### config.mk
export PLATFORM = sky130hd
export DESIGN_NAME = imusc_remap
export DESIGN_NICKNAME = d
export VERILOG_FILES = /design/src/rtl/imusc_pkg.sv /design/src/rtl/imusc_top_placeholder_unused.sv
export SDC_FILE = /design/constraint.sdc
export NUM_CORES = 1
export LEC_CHECK = 0
export BUFFER_PORTS_ARGS = -buffer_cell sky130_fd_sc_hd__buf_4
export CAP_MARGIN = 40
export CORE_AREA = 4 4 146 148
export DETAILED_ROUTE_END_ITERATION = 8
export DIE_AREA = 0 0 150 152
export GPL_TIMING_DRIVEN = 0
export SLEW_MARGIN = 10
export SYNTH_ARGS = -nofsm -noshare
export SYNTH_HDL_FRONTEND = slang
export SYNTH_SLANG_ARGS = --single-unit
### constraint.sdc
create_clock -name vclk -period 1.6
set_input_delay 0 -clock vclk [all_inputs]
set_output_delay 0 -clock vclk [all_outputs]
set_load 0.01 [all_outputs]
### src/rtl/imusc_pkg.sv
// shared types and constants for the imu sample conditioner
package imusc_pkg;

    localparam int REG_IDX_W = 3;

    localparam logic [REG_IDX_W-1:0] REG_OFF_X    = 3'd0;
    localparam logic [REG_IDX_W-1:0] REG_OFF_Y    = 3'd1;
    localparam logic [REG_IDX_W-1:0] REG_OFF_Z    = 3'd2;
    localparam logic [REG_IDX_W-1:0] REG_C_RECENT = 3'd3;
    localparam logic [REG_IDX_W-1:0] REG_C_OLDER  = 3'd4;
    localparam logic [REG_IDX_W-1:0] REG_C_INPUT  = 3'd5;

    localparam logic signed [31:0] C_RECENT_RST = 32'sd2071735500;
    localparam logic signed [31:0] C_OLDER_RST  = -32'sd1000494912;
    localparam logic signed [31:0] C_INPUT_RST  = 32'sd2501237;

    // 0.0003 in q0.32
    localparam logic [20:0] CAL_GAIN = 21'd1288490;

    localparam int COEF_SHIFT = 30;
    localparam int CAL_SHIFT  = 32;

    localparam logic KIND_SAMPLE = 1'b0;
    localparam logic KIND_CAL    = 1'b1;

    typedef struct packed {
        logic signed [31:0] c_recent;
        logic signed [31:0] c_older;
        logic signed [31:0] c_input;
    } coef_t;

    typedef struct packed {
        logic accept;
        logic cal;
        logic primed;
    } lane_ctl_t;

endpackage

### src/rtl/imusc_top_placeholder_unused.sv
// axis remap helper: mount matrix turn of gyro and accel triples
module imusc_remap
    import imusc_pkg::*;
#(
    parameter int SAMPLE_WIDTH = 32
)
(
    input  logic signed [SAMPLE_WIDTH-1:0] gyro_raw_x,
    input  logic signed [SAMPLE_WIDTH-1:0] gyro_raw_y,
    input  logic signed [SAMPLE_WIDTH-1:0] gyro_raw_z,
    input  logic signed [SAMPLE_WIDTH-1:0] accel_raw_x,
    input  logic signed [SAMPLE_WIDTH-1:0] accel_raw_y,
    input  logic signed [SAMPLE_WIDTH-1:0] accel_raw_z,
    output logic signed [SAMPLE_WIDTH:0]   gyro_turn [3],
    output logic signed [SAMPLE_WIDTH-1:0] accel_turn [3]
);

    localparam logic signed [SAMPLE_WIDTH-1:0] S_MIN = {1'b1, {(SAMPLE_WIDTH-1){1'b0}}};
    localparam logic signed [SAMPLE_WIDTH-1:0] S_MAX = {1'b0, {(SAMPLE_WIDTH-1){1'b1}}};

    // x' = -y, y' = x, z' = z
    assign gyro_turn[0]  = -(SAMPLE_WIDTH+1)'(gyro_raw_y);
    assign gyro_turn[1]  = (SAMPLE_WIDTH+1)'(gyro_raw_x);
    assign gyro_turn[2]  = (SAMPLE_WIDTH+1)'(gyro_raw_z);
    assign accel_turn[0] = (accel_raw_y == S_MIN) ? S_MAX : -accel_raw_y;
    assign accel_turn[1] = accel_raw_x;
    assign accel_turn[2] = accel_raw_z;

endmodule

==> results.json <==
{
  "crit_buf_inv": 3,
  "grt_usage_pct": 9.02,
  "slew_viol_final": 0,
  "port-buffer-count": 259,
  "drc_errors": 0,
  "drtPass1Iterations": 4,
  "drt.antenna.violating_nets": 0,
  "final_cell_mix": "buf_4, nand2_1, xor2_1",
  "slew_headroom_pct": 69.7,
  "cts_hold_repair.buffers": 0,
  "crit_type": "in2out",
  "dieHeight_um": 152,
  "rows": 52,
  "wirelength_um": 12500,
  "rsz0062_at_grt": "true",
  "cp_cell_sequence": "buf_12 > inv_12 > ha_4 > nor3b_4 > nand4_4 > or4b_4 > or3_4 > mux2i_4 > buf_6",
  "setup_viol_count_final": 14,
  "syn_to_final_growth_pct": 138,
  "syn_inst": 341,
  "wl_per_cell_um": 13.8,
  "critical_path.top_delay_family": "simple AND/OR/NAND/NOR gates",
  "grt_pass1_vias": 3230,
  "synth_area_leader_cell": "buf_4",
  "fin_area_sq_um": 5580,
  "tightest_slew_ns": 0.452,
  "nets": 830,
  "seq_cell_count": 0,
  "fin_crit_ns": 1.88,
  "clock_buffers": 0,
  "grt_first_pass_wirelength_um": 17300,
  "seq_area_sq_um": 0,
  "synth_area_leaders": "buf_4, xor2_1, xnor2_1",
  "slowest_stage": "or4b_4",
  "p_leak_uw": 0.00275,
  "cap_violations": 0,
  "fin_crit_sh_pct": 117,
  "drt_iter0_drc": 77,
  "synth_cell_types": 33,
  "coreArea_sq_um": 20000,
  "final_common_cell": "buf_4",
  "ys.warnings.count": 0,
  "die_w_um": 150,
  "min-delay-path-class": "in2out",
  "synth_seq_area_share_pct": 0,
  "power.density_nw_per_um2": 230,
  "final_hold_viol_count": 0,
  "drive_gt1_share_pct": 79.7,
  "required_ns": 1.60,
  "grt_max_degree": 11,
  "ir_worst_vdd_v": 0.0000896,
  "fmax_ghz": 0.532,
  "worstPathArrival_ns": 1.88,
  "layout_setup_ws_ns": -0.279,
  "via_per_inst": 3.66,
  "synth_area_sq_um": 2340,
  "die_area_sq_um": 22800,
  "vias": 3313,
  "start_kind": "input port",
  "overflow": 0,
  "cpPeakStageDelay_ns": 0.51,
  "initial_utilization_pct": 11.7,
  "num_antenna_cells": 0,
  "dp_hpwl_um": 10500,
  "violations": "setup timing",
  "status": "finished with violations",
  "syn_avg_cell_area_sq_um": 6.86,
  "synth_nets": 535,
  "cp-end-kind": "primary output",
  "synth_top_area_share_pct": 42.0,
  "cp_max_fo": 3,
  "p_total_uw": 1280,
  "io_pins": 387,
  "antenna_found_initial": 0,
  "gp_congestion": 0.819,
  "placed_area_sq_um": 4680
}
## what timing repair did
| item | 4_1_cts | 5_1_grt |
|---|---|---|
| buffers inserted | 16 | 21 |
| gates resized for setup | 62 | 78 |
| setup endpoints to repair | 44 | 38 |
| pin swaps | 23 | 40 |
## metrics by stage
stage               util (%)  std cells  setup TNS [ns]  hold slack [ns]  worst slack [ns]
floorplan                  -        341          -0.139           0.0441            -0.139
global placement        23.3        870          -11.79            0.178            -0.632
detailed placement      23.3        870          -11.11            0.178            -0.638
CTS                     25.4        885          -0.774            0.178            -0.312
global route            27.8        904           -2.84            0.179            -0.355
finish                  27.8        904           -1.25            0.177            -0.279
## where the power goes
| group | internal, uW | switching, uW | total [uW] |
|---|---|---|---|
| clock network | 0 | 0 | 0 |
| registers | 0 | 0 | 0 |
| logic | 745 | 537 | 1280 |
| total | 745 | 537 | 1280 |
## cell type report
| cell class | instances | area (sq um) |
|---|---|---|
| inverter | 5 | 41.3 |
| buffer | 134 | 1020 |
| fill | 2143 | 14500 |
| multi-input combinational | 202 | 1860 |
| tap | 270 | 338 |
| timing repair buffer | 293 | 2310 |
## final timing paths
path	from	end	slack (ns)	cells past startpoint
worst max-delay path	accel_raw_y[1]	accel_turn[94]	-0.28	9
worst min-delay path	gyro_raw_x[26]	gyro_turn[59]	0.18	2
## cell usage after synthesis
master,n
o31a_1,2
and2_1,2
nand4_1,3
mux2_2,1
nor3b_1,1
nor4_2,2
nor3b_2,1
nand3_1,5
nand2_1,35
buf_4,131
a21boi_0,1
nand2b_1,5
nor4_1,9
or3_1,9
o41ai_1,2
or4_1,7
clkbuf_1,3
inv_1,5
nor3_1,25
nor2b_1,2
xor2_1,25
or4b_4,1
a21oi_1,5
nand3b_1,1
mux2i_1,3
nand4_2,1
xnor2_1,22
and3_1,1
ha_1,2
a211oi_1,2
nor2_1,20
o21ai_0,4
nor4_4,3
## logic make-up after synthesis
group,Yosys count,share of synthesized area (%)
and+or+nand+nor,133,31.9
buffers and inverters,139,43.3
AOI/OAI and AO/OA,16,4.39
muxes,4,1.76
xor gates and xnor gates,47,17.6
adders and majority gates,2,1.07
## layer usage
metal  wire [um]  vias to the layer above  share of wire [%]  GRT usage [%]
met3        1360                       11                 11           1.58
met1        4140                     1481                 33           9.81
li1            -                     1605                  -              -
met5           0                        -                  0              0
met2        6830                      216                 55           18.3
met4         161                        0                1.3          0.915
Note: power is estimated with default switching activity, not from simulation.
