$ cat src/rtl/imusc_pkg.sv
// shared types and constants for the imu sample conditioner
package imusc_pkg;

    localparam int REG_IDX_W = 3;

    localparam logic [REG_IDX_W-1:0] REG_OFF_X    = 3'd0;
    localparam logic [REG_IDX_W-1:0] REG_OFF_Y    = 3'd1;
    localparam logic [REG_IDX_W-1:0] REG_OFF_Z    = 3'd2;
    localparam logic [REG_IDX_W-1:0] REG_C_RECENT = 3'd3;
    localparam logic [REG_IDX_W-1:0] REG_C_OLDER  = 3'd4;
    localparam logic [REG_IDX_W-1:0] REG_C_INPUT  = 3'd5;

    localparam logic signed [31:0] C_RECENT_RST = 32'sd2071735500;
    localparam logic signed [31:0] C_OLDER_RST  = -32'sd1000494912;
    localparam logic signed [31:0] C_INPUT_RST  = 32'sd2501237;

    // 0.0003 in q0.32
    localparam logic [20:0] CAL_GAIN = 21'd1288490;

    localparam int COEF_SHIFT = 30;
    localparam int CAL_SHIFT  = 32;

    localparam logic KIND_SAMPLE = 1'b0;
    localparam logic KIND_CAL    = 1'b1;

    typedef struct packed {
        logic signed [31:0] c_recent;
        logic signed [31:0] c_older;
        logic signed [31:0] c_input;
    } coef_t;

    typedef struct packed {
        logic accept;
        logic cal;
        logic primed;
    } lane_ctl_t;

endpackage

$ cat src/rtl/imusc_merge.sv
// merge stage: assembles lane results into one item and buffers it with a skid slot
module imusc_merge
    import imusc_pkg::*;
#(
    parameter int SAMPLE_WIDTH = 32
)
(
    input  logic                              clk,
    input  logic                              rst_n,
    input  logic                              push,
    input  logic                              kind,
    input  logic [2:0][SAMPLE_WIDTH-1:0]      gyro_in,
    input  logic [2:0][SAMPLE_WIDTH-1:0]      accel_in,
    input  logic [2:0][SAMPLE_WIDTH-1:0]      mag_in,
    output logic                              full,
    output logic                              out_valid,
    input  logic                              out_stall,
    output logic                              is_offset,
    output logic [2:0][SAMPLE_WIDTH-1:0]      gyro_out,
    output logic [2:0][SAMPLE_WIDTH-1:0]      accel_out,
    output logic [2:0][SAMPLE_WIDTH-1:0]      mag_out
);

    typedef struct packed {
        logic                         is_off;
        logic [2:0][SAMPLE_WIDTH-1:0] gyro;
        logic [2:0][SAMPLE_WIDTH-1:0] accel;
        logic [2:0][SAMPLE_WIDTH-1:0] mag;
    } res_t;

    res_t new_res;
    res_t out_res_reg;
    res_t skid_res_reg;
    logic out_valid_reg;
    logic skid_valid_reg;
    logic take;
    logic load_out;
    logic load_skid;

    always_comb
    begin
        new_res.is_off = (kind == KIND_CAL);
        new_res.gyro   = gyro_in;
        new_res.accel  = (kind == KIND_CAL) ? '0 : accel_in;
        new_res.mag    = (kind == KIND_CAL) ? '0 : mag_in;
    end

    assign take      = out_valid_reg && !out_stall;
    assign full      = skid_valid_reg;
    assign load_out  = push && (!out_valid_reg || take);
    assign load_skid = push && out_valid_reg && !take;

    always_ff @(posedge clk or negedge rst_n)
    begin
        if (!rst_n)
        begin
            out_valid_reg  <= 1'b0;
            skid_valid_reg <= 1'b0;
        end
        else
        begin
            if (skid_valid_reg)
            begin
                if (take)
                begin
                    skid_valid_reg <= 1'b0;
                end
            end
            else if (push)
            begin
                out_valid_reg  <= 1'b1;
                skid_valid_reg <= load_skid;
            end
            else if (take)
            begin
                out_valid_reg <= 1'b0;
            end
        end
    end

    always_ff @(posedge clk)
    begin
        if (skid_valid_reg && take)
        begin
            out_res_reg <= skid_res_reg;
        end
        else if (!skid_valid_reg && load_out)
        begin
            out_res_reg <= new_res;
        end
        if (!skid_valid_reg && load_skid)
        begin
            skid_res_reg <= new_res;
        end
    end

    assign out_valid = out_valid_reg;
    assign is_offset = out_res_reg.is_off;
    assign gyro_out  = out_res_reg.gyro;
    assign accel_out = out_res_reg.accel;
    assign mag_out   = out_res_reg.mag;

`ifndef SYNTHESIS
    a_skid_behind_out: assert property (@(posedge clk) disable iff (!rst_n)
        skid_valid_reg |-> out_valid_reg)
        else $error("skid slot holds an item while output is empty");
    a_no_push_when_full: assert property (@(posedge clk) disable iff (!rst_n)
        skid_valid_reg |-> !push)
        else $error("item pushed into full merge buffer");
    a_skid_drains: assert property (@(posedge clk) disable iff (!rst_n)
        (skid_valid_reg && take) |=> (out_valid_reg && out_res_reg == $past(skid_res_reg)))
        else $error("skid item lost on drain");
`endif

endmodule

$ cat config.mk
export PLATFORM = sky130hd
export DESIGN_NAME = imusc_merge
export DESIGN_NICKNAME = d
export VERILOG_FILES = /design/src/rtl/imusc_pkg.sv /design/src/rtl/imusc_merge.sv
export SDC_FILE = /design/constraint.sdc
export NUM_CORES = 1
export LEC_CHECK = 0
export BUFFER_PORTS_ARGS = -buffer_cell sky130_fd_sc_hd__buf_2
export CAP_MARGIN = 20
export CORE_AREA = 2 2 230 232
export CTS_CLUSTER_DIAMETER = 40
export DETAILED_ROUTE_END_ITERATION = 10
export DIE_AREA = 0 0 232 234
export GPL_ROUTABILITY_DRIVEN = 0
export PLACE_DENSITY = 0.69
export SLEW_MARGIN = 20
export SYNTH_ARGS = -nofsm -noshare
export SYNTH_HDL_FRONTEND = slang
export SYNTH_SLANG_ARGS = --single-unit
$ cat constraint.sdc
create_clock -name clk -period 24.9 [get_ports clk]
set_input_delay 4.98 -clock clk [delete_from_list [all_inputs] [get_ports clk]]
set_output_delay 4.98 -clock clk [all_outputs]
set_load 0.05 [all_outputs]
==> metrics.yaml <==
crit_path_max_incr_delay_ns: 0.87
setup_viol: 0
synthesis.nets: 1418
syn-cell-area_mm2: 0.0232
critPathLaunchType: "primary input"
cp.arrival_ns: 8.45
setup_tns_ns: 0
fill_cells: 3994
synth_cell_types: 18
routedWlPerCell_um: 21.0
path_cells: "buf_2 > nand2_1 > a21boi_4 > buf_4 > buf_4 > buf_4"
critPathSlowestCell: "buf_4"
required_ns: 25.12
core_mm2: 0.0520
outcome: "finished, final reports clean"
holdPathStages: 1
hold_buffers: 0
clk_pin_slew_ns: 0.06
syn_inst: 1125
grt_pass1_vias: 12600
timing.fmax_mhz: 121
num_rows: 84
power_switching_mw: 1.48
hp-class: "register to register"
clock_sinks: 580
p_leak_nw: 12.4
critPathCaptureType: "register"
cp_num_cells: 6
grtUsageTotal_pct: 18.8
synth_ff_type: "edfxtp_1"
peakVddDrop_uv: 91.3
vias: 12400
synth_common_cells: "edfxtp_1 (578), mux2_4 (200), nor2b_1 (115), mux2_2 (89), and2b_1 (77)"
ys_seq_elements: 580
synth_top_cell_by_area: "edfxtp_1"
clock_path_buffers: 3
p_clk_share_pct: 31.3
utilization_pct: 57.1
yosysWarningCount: 0
post_cts_buffers: 0
async_flop_share_pct: 0.345
crit_fanout: 75
sw_frac_of_total_pct: 37.7
combinationalPowerShare_pct: 31.4
postRouteAntennaNets: 0
drt_iter0_markers: 868
viasPerCell: 4.89
synthToLayoutAreaGrowth_pct: 28.4
path_class: "primary input to register"
avgSynthCellArea_um2: 20.6
io_buffer_count: 583
numCtsBuffers: 86
root_buffer: "clkbuf_16"
cellPowerDensity_mw_per_mm2: 132
worstMarginPinSlew_ns: 1.08
relSlewSlack_pct: 28.0
grt_first_pass_wirelength_um: 76000
start_util_pct: 44.5
seq_area_frac_synth_pct: 75.2
critPathTopFamily: "buffers and inverters"
synth_top_area_share_pct: 74.9
antenna_found_initial: 20
grt_max_degree: 164
h-tree-depth: 3
final_layout_size_suffix_gt1_share_pct: 56.9
synth_edf_count: 578
rsz0062_at_grt: "false"
slew_violations: 0
drc: 0
p_seq_share_pct: 37.2
maxCapViolCount: 0
grt-ovfl-total: 0
die_y_um: 234
io_pins: 584
drt-total-wl_um: 53100
skew_ns: 0.0212
crit_buf_inv: 4
firstDrtPassIters: 4
largest_reg_flops: 289
cp_common_cell: "buf_4"
fp.dieW_um: 232
insertion_delay_ns: 0.62
dpl.hpwl_um: 35400
cts_tree: "yes"
die_area_mm2: 0.0543
cts_resized: 0
finalCriticalPeriod_ns: 8.23
hold_viol_final: 0
synth.most_common_cell: "edfxtp_1"
synth_area_leaders: "edfxtp_1 (75%), mux2_4 (13%), mux2_2 (4.3%)"
p_int_mw: 2.45
rr_worst_depth: 5
finalCritPeriodShare_pct: 33.1
nets: 2050
-- layer usage --
layer  GRT usage (%)  part of all wire (%)  vias to the layer above
li1                -                     -                     5619
met1            22.9                    39                     6071
met2            29.8                    47                      536
met3            8.23                    11                      102
met4            6.75                   2.3                       24
met5               0                  0.27                        -
-- worst paths after layout --
kind,endpoint,start,slack [ns]
min in group asynchronous,out_valid$_DFFE_PN0P_,rst_n,4.14
hold / removal,gyro_out[67]$_DFFE_PP_,skid_res_reg[259]$_DFFE_PP_,0.53
setup reg to reg,gyro_out[40]$_DFFE_PP_,full$_DFF_PN0_,20.54
max in group asynchronous,full$_DFF_PN0_,rst_n,20.67
hold reg to reg,gyro_out[67]$_DFFE_PP_,skid_res_reg[259]$_DFFE_PP_,0.53
setup / recovery,gyro_out[40]$_DFFE_PP_,out_stall,16.67
-- power groups by stage --
stage | Combinational (mW) | Sequential, mW | Clock, mW
3_3_place_gp | 1.23 | 1.48 | 0
6_report | 1.24 | 1.46 | 1.23
2_1_floorplan | 0.328 | 2.23 | 0
4_1_cts | 1.25 | 1.47 | 1.26
5_1_grt | 1.29 | 1.48 | 1.30
3_5_place_dp | 1.24 | 1.48 | 0
-- layout make-up --
class                   count  area, um2  area share (%)
flip-flops and latches    580      17400            58.6
multi-input cells         491       5370            18.1
repair buffers            597       3070            10.3
clock buffers              90       2200            7.40
well taps                 688        861            2.90
clock inverters            72        802            2.70
diodes                      7       17.5          0.0589
inverters                   1       3.75          0.0126
-- per-stage QoR --
step | setup slack [ns] | instances | hold WS, ns | power [mW] | instance area, um2
finish | 16.67 | 2526 | 0.531 | 3.93 | 29700
global placement | 16.08 | 2356 | 0.528 | 2.71 | 26700
CTS | 16.67 | 2518 | 0.532 | 3.97 | 29700
global route | 16.42 | 2520 | 0.549 | 4.07 | 29700
floorplan | 5.29 | 1125 | 0.525 | 2.56 | 23200
detailed placement | 16.00 | 2356 | 0.533 | 2.73 | 26700
-- worst reg2reg max path, stage by stage, from the launching register on --
cell and delay (ns):
dfrtp_1 0.46, nand2b_1 0.28, a21boi_4 0.62, buf_4 0.88
buf_4 0.77, buf_4 0.87
-- layout by cell type, fill, tap and decap left out, drive strengths merged --
cell and count:
buf 597, edfxtp 578, mux2 289, nor2b 115
clkbuf 90, and2b 77, clkinv 29, inv 28
bufinv 9, diode 7, clkinvlp 7, nand2 3
a21oi 2, dfrtp 2, nand3b 1, nand2b 1
nor2 1, a21boi 1, o21ai 1
-- logic make-up after synthesis --
logic type | count (synthesis) | synth area share [%]
multiplexers | 289 | 17.3
AND/OR/NAND/NOR | 198 | 5.73
AO/OA/AOI/OAI | 4 | 0.0972
buffers and inverters | 54 | 1.73
flip-flops | 580 | 75.2
Power figures use the tool's default switching activity.
